<file path="config.mk">
export PLATFORM = sky130hd
export DESIGN_NAME = program_read_link_sequencer_unit
export DESIGN_NICKNAME = d
export VERILOG_FILES = /design/src/hdl/prls_pkg.sv /design/src/hdl/prls_queue.sv /design/src/hdl/prls_front.sv /design/src/hdl/prls_back.sv /design/src/hdl/program_read_link_sequencer_unit.sv
export SDC_FILE = /design/constraint.sdc
export NUM_CORES = 1
export LEC_CHECK = 0
export ABC_AREA = 1
export BUFFER_PORTS_ARGS = -buffer_cell sky130_fd_sc_hd__clkbuf_2
export CORE_ASPECT_RATIO = 0.7
export CORE_MARGIN = 1
export CORE_UTILIZATION = 63
export DETAILED_ROUTE_END_ITERATION = 10
export GPL_ROUTABILITY_DRIVEN = 0
export GPL_TIMING_DRIVEN = 0
export PLACE_DENSITY = 0.78
export SLEW_MARGIN = 10
export SYNTH_ARGS = -nofsm -noshare
export SYNTH_HDL_FRONTEND = slang
export SYNTH_SLANG_ARGS = --single-unit
</file>
<file path="constraint.sdc">
create_clock -name i_clk -period 3.4 [get_ports i_clk]
set_clock_uncertainty 0.05 [all_clocks]
set_input_delay 0.34 -clock i_clk [delete_from_list [all_inputs] [get_ports i_clk]]
set_output_delay 0.34 -clock i_clk [all_outputs]
set_load 0.02 [all_outputs]
</file>
<file path="src/hdl/prls_pkg.sv">
// ----------------------------------------------------------------------------
// prls_pkg
// Types and constants shared by the program read link sequencer files.
// ----------------------------------------------------------------------------
package prls_pkg;

    localparam logic [1:0] OP_START = 2'd0;
    localparam logic [1:0] OP_BYTE  = 2'd1;
    localparam logic [1:0] OP_TICK  = 2'd2;
    localparam logic [1:0] OP_FAIL  = 2'd3;

    localparam logic [1:0] RK_FRAME  = 2'd0;
    localparam logic [1:0] RK_READ   = 2'd1;
    localparam logic [1:0] RK_DATA   = 2'd2;
    localparam logic [1:0] RK_FINISH = 2'd3;

    localparam logic [2:0] ST_OK       = 3'd0;
    localparam logic [2:0] ST_BAD_IDX  = 3'd1;
    localparam logic [2:0] ST_LINK     = 3'd2;
    localparam logic [2:0] ST_CHECKSUM = 3'd3;
    localparam logic [2:0] ST_TIMEOUT  = 3'd4;
    localparam logic [2:0] ST_MISMATCH = 3'd5;

    localparam logic       CFG_DEVICE_ADDRESS = 1'b0;
    localparam logic       CFG_POLL_LIMIT     = 1'b1;
    localparam logic [6:0] DEVICE_ADDRESS_RST = 7'h02;
    localparam logic [7:0] POLL_LIMIT_RST     = 8'd50;

    localparam logic [7:0] START_PAD    = 8'h00;
    localparam logic [7:0] START_CMD    = 8'h31;
    localparam logic [7:0] START_FLAG   = 8'h80;
    localparam logic [7:0] CHECK_BASE   = 8'hFF;
    localparam logic [7:0] MAX_INDEX    = 8'd3;
    localparam logic [7:0] READ_FLAG    = 8'h80;
    localparam logic [7:0] DATA_LEN_SEL = 8'h10;
    localparam logic [7:0] LB_STATUS    = READ_FLAG;
    localparam logic [7:0] LB_DATA      = READ_FLAG | DATA_LEN_SEL;
    localparam logic [5:0] STATUS_REPLY_LEN = 6'd4;

    localparam int QUEUE_DEPTH = 4;
    localparam int QUEUE_AW    = 2;

    typedef enum logic [2:0] {
        PH_IDLE,
        PH_WAIT_FIRST,
        PH_STATUS,
        PH_WAIT_POLL,
        PH_WAIT_READY,
        PH_DATA
    } t_phase;

    typedef enum logic [2:0] {
        J_START,
        J_FINISH,
        J_STATUS_REQ,
        J_DATA_REQ,
        J_RELEASE
    } t_job;

    typedef struct packed {
        t_job       kind;
        logic [1:0] index;
        logic [2:0] status;
        logic       final_pkt;
    } t_job_word;

    typedef struct packed {
        logic [1:0] opcode;
        logic [7:0] program_index;
        logic [7:0] rx_byte;
    } t_in_word;

    typedef struct packed {
        logic [1:0] result_kind;
        logic [7:0] byte_value;
        logic [5:0] read_length;
        logic [2:0] status;
        logic       last;
    } t_out_word;

endpackage

</file>
<file path="src/hdl/prls_queue.sv">
// ----------------------------------------------------------------------------
// prls_queue
// Short job queue between the front and back ends.
// ----------------------------------------------------------------------------
module prls_queue (
    input  logic                i_clk,
    input  logic                i_rst_n,
    input  logic                i_push,
    input  prls_pkg::t_job_word i_job,
    input  logic                i_pop,
    output prls_pkg::t_job_word o_job,
    output logic                o_full,
    output logic                o_empty
);
    import prls_pkg::*;

    t_job_word                r_mem [QUEUE_DEPTH];
    logic [QUEUE_AW-1:0]      r_wr_ptr;
    logic [QUEUE_AW-1:0]      r_rd_ptr;
    logic [QUEUE_AW:0]        r_count;

    assign o_full  = (r_count == (QUEUE_AW+1)'(QUEUE_DEPTH));
    assign o_empty = (r_count == '0);
    assign o_job   = r_mem[r_rd_ptr];

    always_ff @(posedge i_clk) begin
        if (!i_rst_n) begin
            r_wr_ptr <= '0;
            r_rd_ptr <= '0;
            r_count  <= '0;
        end else begin
            if (i_push) begin
                r_wr_ptr <= r_wr_ptr + 1'b1;
            end
            if (i_pop) begin
                r_rd_ptr <= r_rd_ptr + 1'b1;
            end
            if (i_push && !i_pop) begin
                r_count <= r_count + 1'b1;
            end else if (!i_push && i_pop) begin
                r_count <= r_count - 1'b1;
            end
        end
    end

    always_ff @(posedge i_clk) begin
        if (i_push) begin
            r_mem[r_wr_ptr] <= i_job;
        end
    end

    a_no_push_full: assert property (@(posedge i_clk) disable iff (!i_rst_n)
        o_full |-> !i_push) else $error("push into full queue");
    a_no_pop_empty: assert property (@(posedge i_clk) disable iff (!i_rst_n)
        o_empty |-> !i_pop) else $error("pop from empty queue");

endmodule

</file>
<file path="src/hdl/prls_front.sv">
// ----------------------------------------------------------------------------
// prls_front
// Accepts input words, tracks the read run and issues jobs to the back end.
// ----------------------------------------------------------------------------
module prls_front #(
    parameter int PACKET_DATA_BYTES = 48,
    parameter int PACKET_COUNT      = 11,
    parameter int AW                = 6
) (
    input  logic                i_clk,
    input  logic                i_rst_n,
    input  logic                i_in_valid,
    output logic                o_in_ready,
    input  prls_pkg::t_in_word  i_in_word,
    input  logic [7:0]          i_poll_limit,
    input  logic                i_queue_full,
    input  logic                i_rel_done,
    output logic                o_job_valid,
    output prls_pkg::t_job_word o_job,
    output logic                o_buf_we,
    output logic [AW-1:0]       o_buf_addr,
    output logic [7:0]          o_buf_data
);
    import prls_pkg::*;

    localparam logic [5:0] DRL_LAST = 6'(PACKET_DATA_BYTES + 3);
    localparam logic [4:0] PKT_CNT  = 5'(PACKET_COUNT);

    t_phase      r_phase, n_phase;
    logic [7:0]  r_polls_left, n_polls_left;
    logic [3:0]  r_packet_number, n_packet_number;
    logic [5:0]  r_count, n_count;
    logic [7:0]  r_sum, n_sum;
    logic        r_cw_busy, n_cw_busy;
    logic [3:0]  r_cw_pkt, n_cw_pkt;
    logic        r_rel_busy, n_rel_busy;

    logic        accept;
    logic        sum_ok;
    logic        last_pkt;
    logic [7:0]  rx;

    assign o_in_ready = !i_queue_full && !r_rel_busy;
    assign accept     = i_in_valid && o_in_ready;
    assign rx         = i_in_word.rx_byte;
    assign sum_ok     = ((CHECK_BASE - r_sum) == rx);
    assign last_pkt   = ((5'(r_packet_number) + 5'd1) >= PKT_CNT);

    always_comb begin
        n_phase = r_phase;
        if (accept) begin
            case (i_in_word.opcode)
                OP_START: begin
                    n_phase = (i_in_word.program_index > MAX_INDEX) ? PH_IDLE : PH_WAIT_FIRST;
                end
                OP_BYTE: begin
                    if (r_phase == PH_STATUS && r_count >= 6'd3) begin
                        if (!sum_ok) begin
                            n_phase = PH_IDLE;
                        end else if (!r_cw_busy) begin
                            n_phase = PH_WAIT_READY;
                        end else if (r_polls_left <= 8'd1) begin
                            n_phase = PH_IDLE;
                        end else begin
                            n_phase = PH_WAIT_POLL;
                        end
                    end else if (r_phase == PH_DATA && r_count >= DRL_LAST) begin
                        if (!sum_ok || r_cw_pkt != r_packet_number || last_pkt) begin
                            n_phase = PH_IDLE;
                        end
                    end
                end
                OP_TICK: begin
                    if (r_phase inside {PH_WAIT_FIRST, PH_WAIT_POLL}) begin
                        n_phase = PH_STATUS;
                    end else if (r_phase == PH_WAIT_READY) begin
                        n_phase = PH_DATA;
                    end
                end
                default: begin
                    n_phase = PH_IDLE;
                end
            endcase
        end
    end

    always_comb begin
        n_polls_left    = r_polls_left;
        n_packet_number = r_packet_number;
        n_count         = r_count;
        n_sum           = r_sum;
        n_cw_busy       = r_cw_busy;
        n_cw_pkt        = r_cw_pkt;
        n_rel_busy      = r_rel_busy && !i_rel_done;
        o_job_valid     = 1'b0;
        o_job           = '{kind: J_FINISH, index: 2'd0, status: ST_OK, final_pkt: 1'b0};
        o_buf_we        = 1'b0;
        o_buf_addr      = AW'(r_count - 6'd3);
        o_buf_data      = rx;
        if (accept) begin
            case (i_in_word.opcode)
                OP_START: begin
                    o_job_valid = 1'b1;
                    if (i_in_word.program_index > MAX_INDEX) begin
                        o_job.status = ST_BAD_IDX;
                    end else begin
                        o_job.kind      = J_START;
                        o_job.index     = i_in_word.program_index[1:0];
                        n_polls_left    = i_poll_limit;
                        n_packet_number = '0;
                        n_count         = '0;
                        n_sum           = '0;
                        n_cw_busy       = 1'b0;
                        n_cw_pkt        = '0;
                    end
                end
                OP_BYTE: begin
                    if ((r_phase == PH_STATUS && r_count < 6'd3) ||
                        (r_phase == PH_DATA && r_count < DRL_LAST)) begin
                        n_sum   = r_sum + rx;
                        n_count = r_count + 6'd1;
                        if (r_count == 6'd1) begin
                            n_cw_pkt = rx[7:4];
                        end
                        if (r_count == 6'd2) begin
                            n_cw_busy = rx[7];
                        end
                        if (r_phase == PH_DATA && r_count >= 6'd3) begin
                            o_buf_we = 1'b1;
                        end
                    end else if (r_phase == PH_STATUS) begin
                        if (!sum_ok) begin
                            o_job_valid  = 1'b1;
                            o_job.status = ST_CHECKSUM;
                        end else if (!r_cw_busy) begin
                            n_packet_number = '0;
                        end else if (r_polls_left <= 8'd1) begin
                            n_polls_left = '0;
                            o_job_valid  = 1'b1;
                            o_job.status = ST_TIMEOUT;
                        end else begin
                            n_polls_left = r_polls_left - 8'd1;
                        end
                    end else if (r_phase == PH_DATA) begin
                        o_job_valid = 1'b1;
                        if (!sum_ok) begin
                            o_job.status = ST_CHECKSUM;
                        end else if (r_cw_pkt != r_packet_number) begin
                            o_job.status = ST_MISMATCH;
                        end else begin
                            o_job.kind      = J_RELEASE;
                            o_job.final_pkt = last_pkt;
                            n_rel_busy      = 1'b1;
                            if (!last_pkt) begin
                                n_packet_number = r_packet_number + 4'd1;
                                n_count         = '0;
                                n_sum           = '0;
                                n_cw_busy       = 1'b0;
                                n_cw_pkt        = '0;
                            end
                        end
                    end
                end
                OP_TICK: begin
                    if (r_phase inside {PH_WAIT_FIRST, PH_WAIT_POLL, PH_WAIT_READY}) begin
                        o_job_valid = 1'b1;
                        o_job.kind  = (r_phase == PH_WAIT_READY) ? J_DATA_REQ : J_STATUS_REQ;
                        n_count     = '0;
                        n_sum       = '0;
                        n_cw_busy   = 1'b0;
                        n_cw_pkt    = '0;
                    end
                end
                default: begin
                    if (r_phase != PH_IDLE) begin
                        o_job_valid  = 1'b1;
                        o_job.status = ST_LINK;
                    end
                end
            endcase
        end
    end

    always_ff @(posedge i_clk) begin
        if (!i_rst_n) begin
            r_phase         <= PH_IDLE;
            r_polls_left    <= '0;
            r_packet_number <= '0;
            r_count         <= '0;
            r_sum           <= '0;
            r_cw_busy       <= 1'b0;
            r_cw_pkt        <= '0;
            r_rel_busy      <= 1'b0;
        end else begin
            r_phase         <= n_phase;
            r_polls_left    <= n_polls_left;
            r_packet_number <= n_packet_number;
            r_count         <= n_count;
            r_sum           <= n_sum;
            r_cw_busy       <= n_cw_busy;
            r_cw_pkt        <= n_cw_pkt;
            r_rel_busy      <= n_rel_busy;
        end
    end

    a_no_write_during_release: assert property (@(posedge i_clk) disable iff (!i_rst_n)
        r_rel_busy |-> !o_buf_we) else $error("packet buffer written during release");

endmodule

</file>
<file path="src/hdl/prls_back.sv">
// ----------------------------------------------------------------------------
// prls_back
// Expands jobs into result words, holds the packet buffer and output register.
// ----------------------------------------------------------------------------
module prls_back #(
    parameter int PACKET_DATA_BYTES = 48,
    parameter int AW                = 6
) (
    input  logic                i_clk,
    input  logic                i_rst_n,
    input  logic                i_job_avail,
    input  prls_pkg::t_job_word i_job,
    output logic                o_job_pop,
    input  logic                i_buf_we,
    input  logic [AW-1:0]       i_buf_addr,
    input  logic [7:0]          i_buf_data,
    input  logic [6:0]          i_device_address,
    output logic                o_rel_done,
    output logic                o_out_valid,
    input  logic                i_out_ready,
    output prls_pkg::t_out_word o_out_word
);
    import prls_pkg::*;

    localparam int         SW       = $clog2(PACKET_DATA_BYTES + 4);
    localparam logic [SW-1:0] PDB   = SW'(PACKET_DATA_BYTES);
    localparam logic [SW-1:0] PDB_M1 = SW'(PACKET_DATA_BYTES - 1);
    localparam logic [5:0] DATA_REPLY_LEN = 6'(PACKET_DATA_BYTES + 4);

    logic [7:0]    r_mem [PACKET_DATA_BYTES];
    logic [7:0]    r_rd_data;
    logic          r_active;
    t_job_word     r_job;
    logic [SW-1:0] r_step;
    logic          r_out_valid;
    t_out_word     r_out_word;

    logic          adv;
    logic          emit;
    logic          rd_en;
    logic [SW:0]   step_nxt;
    logic [AW-1:0] rd_addr;
    logic [1:0]    tail;
    logic [7:0]    addr_byte;
    logic [7:0]    mid;
    t_out_word     word;

    function automatic t_out_word req_word(input logic [1:0] idx, input logic [7:0] addr,
                                           input logic [7:0] lb, input logic [5:0] len);
        t_out_word w;
        w = '{result_kind: RK_FRAME, byte_value: 8'd0, read_length: 6'd0,
              status: ST_OK, last: 1'b0};
        case (idx)
            2'd0:    w.byte_value = addr;
            2'd1:    w.byte_value = lb;
            2'd2:    w.byte_value = CHECK_BASE - lb;
            default: begin
                w.result_kind = RK_READ;
                w.read_length = len;
                w.last        = 1'b1;
            end
        endcase
        return w;
    endfunction

    assign adv         = !r_out_valid || i_out_ready;
    assign emit        = r_active && adv;
    assign o_job_pop   = !r_active && i_job_avail;
    assign o_out_valid = r_out_valid;
    assign o_out_word  = r_out_word;
    assign o_rel_done  = emit && r_job.kind == J_RELEASE && r_step == PDB_M1;
    assign step_nxt    = {1'b0, r_step} + 1'b1;
    assign rd_en       = o_job_pop || emit;
    assign rd_addr     = (o_job_pop || step_nxt >= (SW+1)'(PACKET_DATA_BYTES)) ? '0
                                                                             : AW'(step_nxt);
    assign tail        = 2'(r_step - PDB);
    assign addr_byte   = {1'b0, i_device_address};
    assign mid         = {2'b00, r_job.index, 4'b0000};

    always_comb begin
        word = '{result_kind: RK_FRAME, byte_value: 8'd0, read_length: 6'd0,
                 status: ST_OK, last: 1'b0};
        case (r_job.kind)
            J_START: begin
                case (r_step)
                    SW'(0):  word.byte_value = addr_byte;
                    SW'(1):  word.byte_value = START_PAD;
                    SW'(2):  word.byte_value = START_CMD;
                    SW'(3):  word.byte_value = mid;
                    SW'(4):  word.byte_value = START_FLAG;
                    default: begin
                        word.byte_value = CHECK_BASE - (START_PAD + START_CMD + mid + START_FLAG);
                        word.last       = 1'b1;
                    end
                endcase
            end
            J_STATUS_REQ: word = req_word(r_step[1:0], addr_byte, LB_STATUS, STATUS_REPLY_LEN);
            J_DATA_REQ:   word = req_word(r_step[1:0], addr_byte, LB_DATA, DATA_REPLY_LEN);
            J_RELEASE: begin
                if (r_step < PDB) begin
                    word.result_kind = RK_DATA;
                    word.byte_value  = r_rd_data;
                end else if (r_job.final_pkt) begin
                    word.result_kind = RK_FINISH;
                    word.last        = 1'b1;
                end else begin
                    word = req_word(tail, addr_byte, LB_DATA, DATA_REPLY_LEN);
                end
            end
            default: begin
                word.result_kind = RK_FINISH;
                word.status      = r_job.status;
                word.last        = 1'b1;
            end
        endcase
    end

    always_ff @(posedge i_clk) begin
        if (!i_rst_n) begin
            r_active    <= 1'b0;
            r_out_valid <= 1'b0;
        end else begin
            if (o_job_pop) begin
                r_active <= 1'b1;
            end else if (emit && word.last) begin
                r_active <= 1'b0;
            end
            if (emit) begin
                r_out_valid <= 1'b1;
            end else if (i_out_ready) begin
                r_out_valid <= 1'b0;
            end
        end
    end

    always_ff @(posedge i_clk) begin
        if (o_job_pop) begin
            r_job  <= i_job;
            r_step <= '0;
        end else if (emit) begin
            r_step <= r_step + 1'b1;
        end
        if (emit) begin
            r_out_word <= word;
        end
        if (i_buf_we) begin
            r_mem[i_buf_addr] <= i_buf_data;
        end
        if (rd_en) begin
            r_rd_data <= r_mem[rd_addr];
        end
    end

    a_done_in_release: assert property (@(posedge i_clk) disable iff (!i_rst_n)
        o_rel_done |-> (r_active && r_job.kind == J_RELEASE))
        else $error("release done outside a release job");
    a_pop_when_idle: assert property (@(posedge i_clk) disable iff (!i_rst_n)
        o_job_pop |=> r_active) else $error("job popped but back end not active");

endmodule

</file>
<file path="src/hdl/program_read_link_sequencer_unit.sv">
// ----------------------------------------------------------------------------
// program_read_link_sequencer_unit
// Host-side sequencer that reads one stored program from a device over a
// byte link: start frame, status polls, packet reads with checksum checks.
// ----------------------------------------------------------------------------
// An input word is taken when the front end can accept it; it produces
// zero to 52 result words, one per cycle while the output is ready, from
// the back end once it has taken the job from the four-entry job queue. A
// released packet occupies the back end while its PACKET_DATA_BYTES data
// words and the trailing request frame or finish word are emitted, and input
// words stall until its data has been read out of the packet buffer, or while
// the job queue is full. No clearing pass is run after reset.
module program_read_link_sequencer_unit #(
    parameter int PACKET_DATA_BYTES = 48,
    parameter int PACKET_COUNT      = 11
) (
    input  logic                i_clk,
    input  logic                i_rst_n,
    input  logic                i_in_valid,
    output logic                o_in_ready,
    input  prls_pkg::t_in_word  i_in_word,
    output logic                o_out_valid,
    input  logic                i_out_ready,
    output prls_pkg::t_out_word o_out_word,
    input  logic                i_cfg_we,
    input  logic                i_cfg_index,
    input  logic [7:0]          i_cfg_data
);
    import prls_pkg::*;

    localparam int AW = (PACKET_DATA_BYTES > 1) ? $clog2(PACKET_DATA_BYTES) : 1;

    logic [6:0]    r_device_address;
    logic [7:0]    r_poll_limit;
    logic          queue_full;
    logic          queue_empty;
    logic          job_valid;
    logic          job_pop;
    logic          rel_done;
    t_job_word     job_in;
    t_job_word     job_out;
    logic          buf_we;
    logic [AW-1:0] buf_addr;
    logic [7:0]    buf_data;

    always_ff @(posedge i_clk) begin
        if (!i_rst_n) begin
            r_device_address <= DEVICE_ADDRESS_RST;
            r_poll_limit     <= POLL_LIMIT_RST;
        end else if (i_cfg_we) begin
            case (i_cfg_index)
                CFG_DEVICE_ADDRESS: r_device_address <= i_cfg_data[6:0];
                CFG_POLL_LIMIT:     r_poll_limit     <= i_cfg_data;
                default:            r_poll_limit     <= r_poll_limit;
            endcase
        end
    end

    prls_front #(
        .PACKET_DATA_BYTES (PACKET_DATA_BYTES),
        .PACKET_COUNT      (PACKET_COUNT),
        .AW                (AW)
    ) u_front (
        .i_clk        (i_clk),
        .i_rst_n      (i_rst_n),
        .i_in_valid   (i_in_valid),
        .o_in_ready   (o_in_ready),
        .i_in_word    (i_in_word),
        .i_poll_limit (r_poll_limit),
        .i_queue_full (queue_full),
        .i_rel_done   (rel_done),
        .o_job_valid  (job_valid),
        .o_job        (job_in),
        .o_buf_we     (buf_we),
        .o_buf_addr   (buf_addr),
        .o_buf_data   (buf_data)
    );

    prls_queue u_queue (
        .i_clk   (i_clk),
        .i_rst_n (i_rst_n),
        .i_push  (job_valid),
        .i_job   (job_in),
        .i_pop   (job_pop),
        .o_job   (job_out),
        .o_full  (queue_full),
        .o_empty (queue_empty)
    );

    prls_back #(
        .PACKET_DATA_BYTES (PACKET_DATA_BYTES),
        .AW                (AW)
    ) u_back (
        .i_clk            (i_clk),
        .i_rst_n          (i_rst_n),
        .i_job_avail      (!queue_empty),
        .i_job            (job_out),
        .o_job_pop        (job_pop),
        .i_buf_we         (buf_we),
        .i_buf_addr       (buf_addr),
        .i_buf_data       (buf_data),
        .i_device_address (r_device_address),
        .o_rel_done       (rel_done),
        .o_out_valid      (o_out_valid),
        .i_out_ready      (i_out_ready),
        .o_out_word       (o_out_word)
    );

endmodule
</file>
==> impl_metrics.toml <==
[setup_path]
crit_path_start_kind = "register"
rr_startpoint = "u_queue.r_count[1]"
slowest_delay_ps = 780
cp_data_required_time_ps = 3550
reg2reg_slack_ps = -90
crit_fanout = 8
path_depth = 8
crit_path_cell_trace = "inv_1, a31oi_1, nand2_1, inv_1, nand3_1, nor2_1, nand2_1, nor2_1"
worst-path-buf-inv = 2
r2r_end = "u_back.r_mem[47][1]"
crit_start = "u_queue.r_count[1]"
end_kind = "register"
worst_path_max_delay_cell = "nor2_1"
critical_path_class = "register to register"
endpoint = "u_back.r_mem[47][1]"
path_delay_family = "simple AND/OR/NAND/NOR gates"
reg2reg_depth = 8
arrival_ps = 3640

[synth]
synth_edf_count = 453
yosys_most_used_dff = "edfxtp_1"
async_flop_share_pct = 0
synth_top_area_share_pct = 58.5
avgSynthCellArea_um2 = 10.3
ys_seq_area_share_pct = 64.1
synth_common_cells = "453 x edfxtp_1, 299 x inv_1, 294 x nor2_1"
ys_ff_latch = 518
netlist_instances = 2268
syn_area_mm2 = 0.0232
yosysMostFrequentCell = "edfxtp_1"
synth_area_leader_cell = "edfxtp_1"
ys_warn_count = 0
synth_cell_types = 43
synth.area.top_cells = "edfxtp_1 59%, nand3_1 6.1%, dfxtp_1 5.6%"

[grt]
grt_overflow = 0
grt_pass1_wl_um = 96500
track_usage_pct = 34.6
grt_pass1_vias = 16400
grt_max_degree = 52
antenna_found_initial = 0

[cts]
cts_tree = "built"
clkTransAtPathRegs_ps = 70
cts_sinks = 518
cts_made_buffers = 48
h-tree-depth = 2
clk_path_buf_depth = 3
cts_root_buf = "clkbuf_16"
clkLatencyLatePin_ps = 580

[drt]
drt_iter0_markers = 3091
wirelength_um = 64500
routedWlPerCell_um = 22.3
viasPerCell = 6.27
antenna_left = 0
post-route-drc-count = 0
vias = 18100
first_pass_iters = 7

[timing]
tns_ps = -1360
max_freq_mhz = 286
rsz0062_at_grt = "true"
layout_min_cycle_time_ps = 3490
period_share_pct = 103
finalWorstSetupSlack_ps = -91.8
whs_ps = 26.8
setup_viol = 29
worst_slew_pin_slew_ps = 974
hold_violations = 0
relSlewSlack_pct = 34.9
maxSlewViolCount = 0

[floorplan]
core_area_mm2 = 0.0361
num_rows = 58
die_h_um = 163
die-area_mm2 = 0.0377
start_util_pct = 64.3
die_w_um = 232
io_pins = 54

[power_and_ir_drop]
ir_worst_vdd_mv = 0.482
power_density_mw_per_mm2 = 787
leakage_uw = 0.0101
total_power_uw = 20300

[layout]
layout.nets = 2430
drive_gt1_share_pct = 10.7
post-route-util_pct = 71.4
antenna_cells = 0
syn2layout_area_growth_pct = 11.0

[run_status]
outcome = "finished with violations"
violations = "negative setup slack"

[placed_design]
dp_slack_ps = -906
portBuffers = 50
hpwl_um = 43500

[hold_path]
hp-class = "input pin to register"

[job]
drv_cap = 0
## per-layer routing
metal  up-vias  GRT usage [%]  routed length, um  part of all wire (%)
li1       8051              -                  -                     -
met1      8523           52.3              25400                    39
met2      1400           47.9              26400                    41
met4         0           8.19               1710                   2.6
met5         -              0                  0                     0
met3       159           12.0              11000                    17
## per-stage QoR
stage	cell area, um2	std cells
final	25800	2890
after global routing	25800	2890
after CTS	25700	2890
after detailed placement	24100	2800
after global placement	24100	2800
after floorplan	23300	2270
## logic make-up (layout without fill, tap and decap cells)
family / count (synthesis) / after routing / share of synthesized area [%]
AOI/OAI and AO/OA: 287 / 287 / 7.11
xor gates and xnor gates: 17 / 17 / 0.640
and+or+nand+nor: 996 / 996 / 19.3
DFF: 518 / 518 / 64.1
adders and majority gates: 26 / 26 / 1.46
other: 1 / 3 / 0.0161
buffers and inverters: 423 / 563 / 7.37
## state kept, by name (all words and copies together) (netlist names)
register,flops
u_back.r_mem,384
u_queue.r_mem,36
u_back.o_out_word,16
r_poll_limit,8
u_back.r_rd_data,8
u_front.r_polls_left,8
u_front.r_sum,8
r_device_address,7
u_back.r_job,7
u_back.r_step,6
u_front.r_count,6
u_front.r_cw_pkt,4
u_front.r_packet_number,4
u_front.r_phase,3
u_queue.r_count,3
u_back.mid,2
u_queue.r_rd_ptr,2
u_queue.r_wr_ptr,2
u_back.o_out_valid,1
u_back.r_active,1
u_front.r_cw_busy,1
u_front.r_rel_busy,1
## layout by cell type, fill, tap and decap left out, types with 3 or more instances in the layout
cell	instances
clkbuf_2	49
clkinv_2	10
buf_1	4
nor2_2	25
bufinv_16	5
clkbuf_16	49
edfxtp_1	453
buf_2	43
nor3_1	17
a22oi_1	3
clkbuf_4	5
clkinv_1	12
o21ai_1	18
a21boi_0	3
ha_1	23
o22ai_1	15
clkbuf_1	53
nand2_1	262
xor2_1	13
inv_1	298
clkinvlp_4	6
dfxtp_1	64
nor2_1	268
o211ai_1	56
xnor2_1	4
o21ai_0	118
a211oi_1	3
nor4_1	4
buf_6	5
nand3_2	3
nand3_1	283
conb_1	3
dlygate4sd3_1	3
buf_4	13
nand4_1	102
a21oi_1	60
inv_2	6
or2_2	26
## worst min-delay path, stage by stage
cell      delay (ps)
clkbuf_2         120
nand2_1           70
o211ai_1          80
## worst min path at each step
stage / from / endpoint / slack [ps] / depth (start not counted)
3_3_place_gp: r_device_address[2] / r_device_address[2] / 400 / 2
3_5_place_dp: u_front.r_sum[0] / u_front.r_sum[0] / 420 / 2
4_1_cts: i_cfg_data[1] / r_poll_limit[1] / 4 / 3
6_report: i_cfg_data[1] / r_poll_limit[1] / 30 / 3
2_1_floorplan: r_device_address[6] / r_device_address[6] / 380 / 2
5_1_grt: i_cfg_data[7] / r_poll_limit[7] / 20 / 3
## layout make-up
type	count	area (um2)
Timing Repair Buffer	53	300
Buffer	117	577
Tap cell	480	601
Fill cell	2494	10300
Sequential cell	518	14900
Multi-Input combinational cell	1329	6730
Clock buffer	55	1260
Inverter	305	1140
Clock inverter	33	295
## report_power, final
| group | internal (uW) | switching (uW) |
|---|---|---|
| combinational | 1990 | 5390 |
| clock | 3040 | 2360 |
| sequential | 7360 | 166 |
## timing repair
action                     4_1_cts  5_1_grt
resized for setup                8       52
setup endpoints to repair       29      242
setup buffers                    0        0
hold endpoints to repair         3        0
gates cloned                     0        0
hold buffers                     3        0
(Power assumes the default switching activity.)
